--- config.mk ---
export PLATFORM = sky130hd
export DESIGN_NAME = ready_queue_dispatcher_top
export DESIGN_NICKNAME = d
export VERILOG_FILES = /design/src/rtl/core/rqd_pkg.sv /design/src/rtl/core/ready_queue_dispatcher_top.sv /design/src/rtl/core/rqd_ram.sv /design/src/rtl/core/rqd_ctrl.sv
export SDC_FILE = /design/constraint.sdc
export NUM_CORES = 1
export LEC_CHECK = 0
export BUFFER_PORTS_ARGS = -buffer_cell sky130_fd_sc_hd__buf_2
export CAP_MARGIN = 15
export CORE_UTILIZATION = 45
export DETAILED_ROUTE_END_ITERATION = 8
export HOLD_SLACK_MARGIN = 0.1
export PLACE_DENSITY = 0.69
export SLEW_MARGIN = 30
export SYNTH_ARGS = -nofsm -noshare
export SYNTH_HDL_FRONTEND = slang
export SYNTH_SLANG_ARGS = --single-unit
--- constraint.sdc ---
create_clock -name clk -period 6.95 [get_ports clk]
set_clock_uncertainty 0.1 [all_clocks]
set_input_delay 0.695 -clock clk [delete_from_list [all_inputs] [get_ports clk]]
set_output_delay 0.695 -clock clk [all_outputs]
set_load 0.005 [all_outputs]
--- src/rtl/core/rqd_pkg.sv ---
package rqd_pkg;

    // Policy register codes
    localparam logic [1:0] POL_FIFO = 2'd0;
    localparam logic [1:0] POL_EDF  = 2'd1;
    localparam logic [1:0] POL_RM   = 2'd2;

    // Operation codes
    localparam logic OP_ENQ  = 1'b0;
    localparam logic OP_DISP = 1'b1;

    typedef struct packed {
        logic        op;
        logic [1:0]  task_id;
        logic [31:0] deadline;
        logic [31:0] period;
    } in_item_t;

    typedef struct packed {
        logic       dispatched;
        logic [1:0] chosen_task;
        logic [2:0] queue_count;
        logic       overflow;
    } out_item_t;

    typedef struct packed {
        logic [1:0]  task_id;
        logic [31:0] deadline;
        logic [31:0] period;
    } entry_t;

    typedef enum logic [2:0] {
        ST_IDLE,
        ST_SRCH_RD,
        ST_SRCH_CMP,
        ST_SH_RD,
        ST_SH_WR,
        ST_DONE
    } state_t;

endpackage

--- src/rtl/core/ready_queue_dispatcher_top.sv ---
// Ready queue dispatcher: task entries held in arrival order in a small RAM.
// Input channel (in_valid / in_stall) carries one item: op selects enqueue
// or dispatch; task_id, deadline and period are used by enqueue only.
// Output channel (out_valid / out_stall) returns exactly one result per item:
// dispatched flag, chosen task id, queue count after the item, overflow flag.
// Config channel (cfg_valid / cfg_ready) writes the 2-bit policy register:
// first in first out, earliest deadline or shortest period (code 3 acts as
// first in first out). Write it only while the block is idle.
// Enqueue, and dispatch on an empty queue, go straight to the result. A
// dispatch first searches: first in first out reads only the head entry,
// deadline or period reads all N queued entries. It then closes the gap
// behind the chosen entry by moving each later entry down one place.
// The search reads each entry in a read state and a compare state, through
// the single RAM read port and one comparator; closing the gap moves each
// entry in a read state and a write state.
// One item is in work at a time: in_stall is high until the result is loaded,
// so the block takes no new item before it has finished the last one.
// A finished result waits in the output register while out_stall is high;
// the next item is taken meanwhile but its result waits for that slot.
// Reset empties the queue and sets the policy to first in first out.
module ready_queue_dispatcher_top #(
    parameter int MAX_TASKS = 4
) (
    input  logic                clk,
    input  logic                rst_n,
    input  logic                in_valid,
    output logic                in_stall,
    input  rqd_pkg::in_item_t   in_data,
    output logic                out_valid,
    input  logic                out_stall,
    output rqd_pkg::out_item_t  out_data,
    input  logic                cfg_valid,
    output logic                cfg_ready,
    input  logic [1:0]          cfg_data
);

    import rqd_pkg::*;

    localparam int IDX_W = $clog2(MAX_TASKS);

    logic [1:0]       policy_reg;
    logic             out_valid_reg;
    out_item_t        out_data_reg;

    logic             idle;
    logic             res_valid;
    logic             res_take;
    out_item_t        res;
    logic             ram_we;
    logic [IDX_W-1:0] ram_waddr;
    logic [IDX_W-1:0] ram_raddr;
    entry_t           ram_wdata;
    entry_t           ram_rdata;

    assign cfg_ready = 1'b1;
    assign in_stall  = !idle;
    assign res_take  = !out_valid_reg || !out_stall;

    // Hold the policy register
    always_ff @(posedge clk or negedge rst_n)
    begin
        if (!rst_n)
        begin
            policy_reg <= POL_FIFO;
        end
        else if (cfg_valid && cfg_ready)
        begin
            policy_reg <= cfg_data;
        end
    end

    // Output register: load a finished result, drop it after the transfer
    always_ff @(posedge clk or negedge rst_n)
    begin
        if (!rst_n)
        begin
            out_valid_reg <= 1'b0;
        end
        else if (res_valid && res_take)
        begin
            out_valid_reg <= 1'b1;
        end
        else if (!out_stall)
        begin
            out_valid_reg <= 1'b0;
        end
    end

    always_ff @(posedge clk)
    begin
        if (res_valid && res_take)
        begin
            out_data_reg <= res;
        end
    end

    assign out_valid = out_valid_reg;
    assign out_data  = out_data_reg;

    rqd_ctrl #(
        .MAX_TASKS (MAX_TASKS)
    ) u_ctrl (
        .clk       (clk),
        .rst_n     (rst_n),
        .start     (in_valid && !in_stall),
        .item      (in_data),
        .policy    (policy_reg),
        .res_take  (res_take),
        .idle      (idle),
        .res_valid (res_valid),
        .res       (res),
        .ram_we    (ram_we),
        .ram_waddr (ram_waddr),
        .ram_wdata (ram_wdata),
        .ram_raddr (ram_raddr),
        .ram_rdata (ram_rdata)
    );

    rqd_ram #(
        .WIDTH ($bits(entry_t)),
        .DEPTH (MAX_TASKS)
    ) u_ram (
        .clk   (clk),
        .we    (ram_we),
        .waddr (ram_waddr),
        .wdata (ram_wdata),
        .raddr (ram_raddr),
        .rdata (ram_rdata)
    );

`ifndef SYNTHESIS
    // A transfer starts work, so the input is busy in the next cycle
    assert property (@(posedge clk) disable iff (!rst_n)
        in_valid && !in_stall |=> in_stall)
        else $error("input not stalled after transfer");

    // A result never reports both a dispatch and a dropped enqueue
    assert property (@(posedge clk) disable iff (!rst_n)
        out_valid |-> !(out_data.dispatched && out_data.overflow))
        else $error("dispatch and overflow in one result");

    // No task id without a dispatch
    assert property (@(posedge clk) disable iff (!rst_n)
        out_valid && !out_data.dispatched |-> out_data.chosen_task == 2'd0)
        else $error("task id reported without dispatch");

    // A new result is loaded only into a free or draining output register
    assert property (@(posedge clk) disable iff (!rst_n)
        out_valid && out_stall |=> out_valid && $stable(out_data))
        else $error("pending result overwritten");
`endif

endmodule

--- src/rtl/core/rqd_ram.sv ---
module rqd_ram #(
    parameter int WIDTH = 8,
    parameter int DEPTH = 4
) (
    input  logic                     clk,
    input  logic                     we,
    input  logic [$clog2(DEPTH)-1:0] waddr,
    input  logic [WIDTH-1:0]         wdata,
    input  logic [$clog2(DEPTH)-1:0] raddr,
    output logic [WIDTH-1:0]         rdata
);

    logic [WIDTH-1:0] mem [DEPTH];

    // Write port and registered read port
    always_ff @(posedge clk)
    begin
        if (we)
        begin
            mem[waddr] <= wdata;
        end
        rdata <= mem[raddr];
    end

endmodule

--- src/rtl/core/rqd_ctrl.sv ---
module rqd_ctrl #(
    parameter int MAX_TASKS = 4
) (
    input  logic                         clk,
    input  logic                         rst_n,
    input  logic                         start,
    input  rqd_pkg::in_item_t            item,
    input  logic [1:0]                   policy,
    input  logic                         res_take,
    output logic                         idle,
    output logic                         res_valid,
    output rqd_pkg::out_item_t           res,
    output logic                         ram_we,
    output logic [$clog2(MAX_TASKS)-1:0] ram_waddr,
    output rqd_pkg::entry_t              ram_wdata,
    output logic [$clog2(MAX_TASKS)-1:0] ram_raddr,
    input  rqd_pkg::entry_t              ram_rdata
);

    import rqd_pkg::*;

    localparam int IDX_W = $clog2(MAX_TASKS);
    localparam int CNT_W = $clog2(MAX_TASKS + 1);
    localparam logic [CNT_W-1:0] MAX_CNT = CNT_W'(MAX_TASKS);

    state_t           state_reg, state_next;
    logic [CNT_W-1:0] count_reg, count_next;
    logic [CNT_W-1:0] idx_reg, idx_next;
    logic [CNT_W-1:0] lim_reg, lim_next;
    logic [IDX_W-1:0] best_idx_reg, best_idx_next;
    logic [31:0]      best_key_reg, best_key_next;
    logic [1:0]       best_task_reg, best_task_next;
    logic             disp_reg, disp_next;
    logic             ovf_reg, ovf_next;

    logic [CNT_W:0]   idx_inc;
    logic [31:0]      key;
    logic             take;
    logic [CNT_W+2:0] count_ext;

    assign idx_inc   = {1'b0, idx_reg} + {{CNT_W{1'b0}}, 1'b1};
    assign count_ext = {3'b000, count_reg};

    // Shared compare unit: key of the entry just read against the running best
    always_comb
    begin
        unique case (policy)
            POL_EDF: key = ram_rdata.deadline;
            POL_RM:  key = ram_rdata.period;
            default: key = 32'd0;
        endcase
    end
    assign take = (idx_reg == '0) || (key < best_key_reg);

    // State and datapath registers
    always_ff @(posedge clk or negedge rst_n)
    begin
        if (!rst_n)
        begin
            state_reg <= ST_IDLE;
            count_reg <= '0;
        end
        else
        begin
            state_reg <= state_next;
            count_reg <= count_next;
        end
    end

    always_ff @(posedge clk)
    begin
        idx_reg       <= idx_next;
        lim_reg       <= lim_next;
        best_idx_reg  <= best_idx_next;
        best_key_reg  <= best_key_next;
        best_task_reg <= best_task_next;
        disp_reg      <= disp_next;
        ovf_reg       <= ovf_next;
    end

    // Sequencer: append, search each entry in a read and a compare state, then close the gap
    always_comb
    begin
        state_next     = state_reg;
        count_next     = count_reg;
        idx_next       = idx_reg;
        lim_next       = lim_reg;
        best_idx_next  = best_idx_reg;
        best_key_next  = best_key_reg;
        best_task_next = best_task_reg;
        disp_next      = disp_reg;
        ovf_next       = ovf_reg;
        ram_we         = 1'b0;
        ram_waddr      = count_reg[IDX_W-1:0];
        ram_wdata      = '{task_id: item.task_id, deadline: item.deadline,
                           period: item.period};
        ram_raddr      = idx_reg[IDX_W-1:0];

        unique case (state_reg)
            ST_IDLE:
            begin
                if (start)
                begin
                    disp_next = 1'b0;
                    ovf_next  = 1'b0;
                    idx_next  = '0;
                    if (item.op == OP_ENQ)
                    begin
                        state_next = ST_DONE;
                        if (count_reg < MAX_CNT)
                        begin
                            ram_we     = 1'b1;
                            count_next = count_reg + CNT_W'(1);
                        end
                        else
                        begin
                            ovf_next = 1'b1;
                        end
                    end
                    else if (count_reg == '0)
                    begin
                        state_next = ST_DONE;
                    end
                    else
                    begin
                        state_next = ST_SRCH_RD;
                        lim_next   = (policy == POL_EDF || policy == POL_RM) ?
                                     count_reg : CNT_W'(1);
                    end
                end
            end

            ST_SRCH_RD:
            begin
                state_next = ST_SRCH_CMP;
            end

            ST_SRCH_CMP:
            begin
                if (take)
                begin
                    best_idx_next  = idx_reg[IDX_W-1:0];
                    best_key_next  = key;
                    best_task_next = ram_rdata.task_id;
                end
                if (idx_inc < {1'b0, lim_reg})
                begin
                    idx_next   = idx_inc[CNT_W-1:0];
                    state_next = ST_SRCH_RD;
                end
                else
                begin
                    idx_next   = take ? idx_reg : CNT_W'(best_idx_reg);
                    state_next = ST_SH_RD;
                end
            end

            ST_SH_RD:
            begin
                ram_raddr = idx_inc[IDX_W-1:0];
                if (idx_inc < {1'b0, count_reg})
                begin
                    state_next = ST_SH_WR;
                end
                else
                begin
                    count_next = count_reg - CNT_W'(1);
                    disp_next  = 1'b1;
                    state_next = ST_DONE;
                end
            end

            ST_SH_WR:
            begin
                ram_we     = 1'b1;
                ram_waddr  = idx_reg[IDX_W-1:0];
                ram_wdata  = ram_rdata;
                idx_next   = idx_inc[CNT_W-1:0];
                state_next = ST_SH_RD;
            end

            ST_DONE:
            begin
                if (res_take)
                begin
                    state_next = ST_IDLE;
                end
            end

            default:
            begin
                state_next = ST_IDLE;
            end
        endcase
    end

    assign idle            = (state_reg == ST_IDLE);
    assign res_valid       = (state_reg == ST_DONE);
    assign res.dispatched  = disp_reg;
    assign res.chosen_task = disp_reg ? best_task_reg : 2'd0;
    assign res.queue_count = count_ext[2:0];
    assign res.overflow    = ovf_reg;

endmodule

======== Yosys cells after proc, flatten, opt, wreduce, memory -nomap -nowiden ========
Memories as Yosys holds them, arrays and structs flattened. A register that Yosys moved wholly into a read port is not among the register bits.
Index checks and enable logic that the tools add are counted.
W data, S select, Z words.
storage, ports and cells
  bits in registers ....................... 60
  latch bits .............................. 0
  memory bits (writable) .................. 264
  bits in read-only memories .............. 0
  bits of input ports ..................... 74
  memories ................................ 1
cells by class
  $add $sub $neg .......................... 3
  $mul .................................... 0
  div/mod/pow operators ................... 0
  magnitude comparators ................... 4
  equal/unequal tests ..................... 14
  shift-type cells ........................ 0
  multiplexer cells ....................... 32
  bitwise operators ....................... 1
  reductions and logical operators ........ 20
memory list
  memory     words  width  read ports  clocked after Yosys merged registers in  wr ports  line           RTL
  u_ram.mem  4      66     1           1                                        1         rqd_ram.sv:13  logic [WIDTH-1:0] mem [DEPTH];
operators with widths
  cell                   count
  $mux W66               1
  $pmux W32 S2           1
  $mux W3                11
  $lt A32 B32 Y1         1
  $pmux W3 S6            1
  $mux W1                11
  $logic_not A3 Y1       3
  $pmux W3 S3            1
  $lt A4 B3 Y1           2
  $ne A2 B1 Y1 const B   4
  $eq A3 B2 Y1 const B   2
  $eq A3 B3 Y1 const B   2
  $mux W2                3
  $pmux W3 S2            1
  $reduce_and A2 Y1      3
  $reduce_and A3 Y1      2
  $reduce_and A5 Y1      1
  $add A3 B1 Y4 const B  1
  $ne A2 B2 Y1 const B   2
  $pmux W1 S2            2
  $reduce_and A4 Y1      1
  $add A3 B1 Y3 const B  1
  $eq A3 B1 Y1 const B   1
  $logic_not A1 Y1       3
  other kinds (10)       13

======== Longest topological paths before layout ========
  word-level depth ........................ 7
  mapped depth ............................ 12
  mapped depth without buffers ............ 11

======== Cells and area by module ========
From an unflattened synthesis, not the netlist that was laid out.
unflattened totals
  cell total of the unflattened synthesis .. 839
  area total of the unflattened synthesis .. 15,333.5 um2
by module, submodules not included
  module                      instances  cells each  area each (um2)
  rqd_ram                     1          414         10,870.4
  rqd_ctrl                    1          406         4,107.7
  ready_queue_dispatcher_top  1          19          355.3

======== Worst setup path after synthesis ========
Ideal clock, no wire load.
  path type ............................... reg-to-reg
  from .................................... reg u_ctrl.state_reg[1]
  to ...................................... mem u_ram.mem[1][0] (netlist bit) (enable)
  setup time .............................. 0.512 ns
  arrival time ............................ 4.561 ns
  required time ........................... 6.338 ns
  setup slack ............................. 1.777 ns
  stages on the path, launching flop included .. 7
  path buffers ............................ 2
  clock period less this slack ............ 5.173 ns
  path through ............................ dfrtp_1 nor2_1 and2_1 clkbuf_1 clkbuf_1 nand3_1 a21oi_1
between the ends
  word-level cells in the longest chain between the ends .. 6
  elaborated cells on any way between the ends .. 8
RTL lines
  element                        line                               RTL
  start, declared                rqd_ctrl.sv:26                     state_t state_reg, state_next;
  start signal, assigned         rqd_ctrl.sv:65                     state_reg <= state_next;
  $logic_not A3 Y1               rqd_ctrl.sv:99, rqd_ctrl.sv:197
  $logic_and A1 B1 Y1            ready_queue_dispatcher_top.sv:105  .start (in_valid && !in_stall),
  $mux W1                        rqd_ctrl.sv:102                    if (start)
  $pmux W1 S2                    rqd_ctrl.sv:99                     unique case (state_reg)
  $mux W1                        rqd_ram.sv:18                      if (we)
  $mux W1 (not written as such)  rqd_ram.sv:20                      mem[waddr] <= wdata;
  end, declared                  rqd_ram.sv:13
Several ways; a longest one is shown, not always the timed one.

======== Worst setup path in the final report ========
  from .................................... reg policy_reg[0]
  to ...................................... reg u_ctrl.best_key_reg[1] (enable)
between the ends
  word-level cells in the longest chain between the ends .. 5
  elaborated cells on any way between the ends .. 6
RTL lines
  element                                              line                              RTL
  start, declared                                      ready_queue_dispatcher_top.sv:41  logic [1:0] policy_reg;
  start signal, assigned                               ready_queue_dispatcher_top.sv:68  policy_reg <= cfg_data;
  $eq A2 B2 Y1 / $eq A2 B1 Y1 (equally long branches)  rqd_ctrl.sv:47                    unique case (policy)
  $pmux W32 S2 (*)                                     rqd_ctrl.sv:47
  named net u_ctrl.key[11]                             rqd_ctrl.sv:37                    logic [31:0] key;
  $lt A32 B32 Y1 (*)                                   rqd_ctrl.sv:53                    assign take = (idx_reg == '0) || (key < best_key_reg);
  $logic_or A1 B1 Y1 (*)                               rqd_ctrl.sv:53
  $reduce_and A2 Y1 (no line) (*)                      n/a
  end signal, assigned                                 rqd_ctrl.sv:75                    best_key_reg <= best_key_next;
  end, declared                                        rqd_ctrl.sv:31                    logic [31:0] best_key_reg, best_key_next;
The timed path passes the listed nets; every way through them passes the cells marked *.
A chain may end at the register's enable or synchronous reset.

==> reports/qor.csv <==
stage,metric,value,unit
die,Die W,186,um
cells_and_area,# diodes,0,
timing,Final setup viols,0,
setup_path,ordered list of cells on the worst path,inv_1 > ha_1 > buf_4 > a22oi_1 > nor2_1 > ha_1 > a21oi_1 > a31oi_1 > o21ai_0 > o21ai_0 > o41ai_1 > and2_1 > buf_4,
die,die span in y,186,um
cells_and_area,# nets final,1183,
run,Max-cap violations,0,
drt,via/cell ratio,5.33,
timing,Slew HR,0.397,
setup_path,crit path from,policy_reg[0],
drt,routed wire length,30.4,mm
clocking,clk slew on worst S/H paths,0.06,ns
drt,initial drt markers,645,
timing,unrepaired setup endpoints after global routing,false,
timing,Fin Setup TNS,0,ns
die,FP Rows,67,
place,DP Wirelength,18.5,mm
setup_path,"Req. time, crit path",7.04,ns
setup_path,slowest CP cell,and2_1,
place,PortBufs,82,
timing,fin crit share,0.590,
grt,largest net degree at the start of global routing,73,
cells_and_area,share of cells above drive strength 1,0.213,
synth,syn_area_per_cell,15.6,um2
setup_path,WS Path Type,reg2reg,
die,die area,0.0346,mm2
synth,post-synth top area share,0.621,
clocking,clk root buf,clkbuf_16,
setup_path,Crit path largest cell delay,0.64,ns
pwr,maximum VDD drop,262,uV
clocking,CTS resizes,0,
setup_path,reg2reg start,policy_reg[0],
drt,antenna-violating nets left,0,
timing,final hold vios,0,
clocking,clk sinks,390,
pwr,Pleak,6.50,nW
timing,slack of the critical path,2.85,ns
cells_and_area,area grow syn2layout,14.8,%
synth,Post-synth EDFFs,315,
synth,share of synthesized registers carrying an async set or reset,0.0231,
die,Initial Utilization,0.456,
clocking,Post-CTS Setup Inserts,0,
setup_path,FF-to-FF path depth,13,
synth,"Top FF cell, synth",edfxtp_1,
grt,vias in the first global route,8335,
setup_path,"delay-heaviest family, CP",compound AO/OA/AOI/OAI gates,
timing,Max Slew Vio Count,0,
clocking,Skew-Pair Late Insertion Delay,0.53,ns
timing,WHS,0.342,ns
setup_path,critical path buffer and inverter count,3,
clocking,clock tree buffer depth,3,
setup_path,critical path depth,13,
drt,Residual DRC,0,
place,Place WS,2.91,ns
clocking,hold_buf cts,1,
setup_path,CP arrival,4.19,ns
synth,sequential-to-total area share from yosys stat,0.722,
cells_and_area,# fillers,2700,
grt,global route overflow,0,
pwr,Power Density,429,mW/mm2
synth,Post-Syn Area,0.0152,mm2
cells_and_area,multi-input logic area,0.00392,mm2
timing,Least-Margin Pin Slew,0.904,ns
synth,Synth Instances,974,
grt,initial antenna violation count,0,
hold_path,hold path cells,3,
pwr,final total power,0.00750,W
synth,post-synth cell types,47,
die,I/O pins,84,
synth,Synth top cells by count,"edfxtp_1 (315), nand2_1 (211), dfxtp_1 (66), mux4_2 (66), nor2_1 (44)",
clocking,CTS tree,done,
timing,minimum clock period,4.10,ns
hold_path,HP Start,out_stall,
setup_path,CP Capture Type,flip-flop,
drt,routed length per instance,19.6,um
synth,top-count cell post-synth,edfxtp_1,
grt,GRT Total Usage,0.183,
drt,total number of vias,8245,
synth,syn nets,1088,
place,RD Place Congestion,0.778,
setup_path,CP Launch Type,flip-flop,
synth,Yosys warning count,0,
outcome,outcome,"complete, no violations",
cells_and_area,max reg flops,264,
die,Placeable Area,0.0334,mm2
setup_path,crit path max fanout,32,
timing,Peak Freq,244,MHz
clocking,H-tree depth,2,
synth,"FF+latch count, synth",390,
clocking,CTS Buf Count,39,
cells_and_area,register cell area after layout,0.0110,mm2
synth,"top cells by area, synth","edfxtp_1 (62%), mux4_2 (9.8%), dfxtp_1 (8.7%)",
synth,Yosys top cell by area,edfxtp_1,
drt,First-pass DRT Iterations,5,
grt,first-pass GRT wire length,47.3,mm
hold_path,min-delay worst type,in2reg,
-- logic make-up after synthesis --
logic type,Yosys count,share of synthesized area
XOR/XNOR,5,0.00337
AO/OA/AOI/OAI,90,0.0389
buffers and inverters,87,0.0248
adder cells (fa/ha/maj),40,0.0333
AND/OR/NAND/NOR,294,0.0789
multiplexers,67,0.0982
other,1,0.000246
flip-flops,390,0.722
-- path summary, 6_finish.rpt --
path	end	slack, ns
max	u_ctrl.best_key_reg[1]	2.85
min	out_valid	0.34
max reg2reg	u_ctrl.best_key_reg[1]	2.85
min reg2reg	out_data[0]	0.34
max in group asynchronous	u_ctrl.state_reg[0]	6.05
min in group asynchronous	u_ctrl.count_reg[1]	0.48
-- final cells by class --
| type | count | area share |
|---|---|---|
| Clock buffer | 56 | 0.0629 |
| Clock inverter | 16 | 0.0100 |
| Inverter | 43 | 0.00923 |
| Multi-Input combinational cell | 497 | 0.224 |
| Sequential cell | 390 | 0.629 |
| Tap cell | 448 | 0.0320 |
| Timing Repair Buffer | 98 | 0.0323 |
-- cells in the final DEF, fill, tap and decap left out, types with 4 or more instances in the layout --
| cell type | count |
|---|---|
| nor2_1 | 43 |
| a22oi_1 | 32 |
| ha_1 | 39 |
| clkbuf_16 | 40 |
| clkbuf_8 | 4 |
| clkbuf_1 | 12 |
| a21o_1 | 4 |
| and2_1 | 4 |
| dfxtp_1 | 66 |
| buf_4 | 11 |
| mux4_2 | 66 |
| nand3_1 | 11 |
| a31oi_1 | 5 |
| nand2_1 | 210 |
| inv_1 | 42 |
| a21oi_1 | 17 |
| clkinv_2 | 7 |
| dfrtp_1 | 9 |
| buf_2 | 82 |
| edfxtp_1 | 315 |
| nand4_1 | 6 |
| o21ai_0 | 13 |
-- where the power goes --
part | internal [W] | switching [W]
Sequential | 0.00315 | 0.000310
Clock | 0.00122 | 0.000838
Combinational | 0.000903 | 0.00108
Total | 0.00528 | 0.00222
-- stage by stage --
step,util,instances,area (um2)
2_1_floorplan,-,974,15200
3_3_place_gp,0.483,1474,16200
3_5_place_dp,0.484,1474,16200
4_1_cts,0.522,1547,17500
5_1_grt,0.523,1548,17500
6_report,0.523,1548,17500
-- per-layer routing --
metal  global-route usage  vias to the layer above  part of all wire
li1                     -                     3825                 -
met1                0.254                     4173              0.45
met2                0.294                      208              0.48
met3               0.0354                       39             0.051
met4               0.0511                        0             0.018
met5                    0                        -                 0
-- worst register-to-register path: stages (launching register included) --
cell     delay (ns)
dfrtp_1        0.38
inv_1          0.08
ha_1           0.14
buf_4          0.33
a22oi_1        0.16
nor2_1         0.16
ha_1           0.29
a21oi_1        0.17
a31oi_1        0.10
o21ai_0        0.17
o21ai_0        0.14
o41ai_1        0.48
and2_1         0.64
buf_4          0.42
Note: power is estimated with default switching activity, not from simulation.
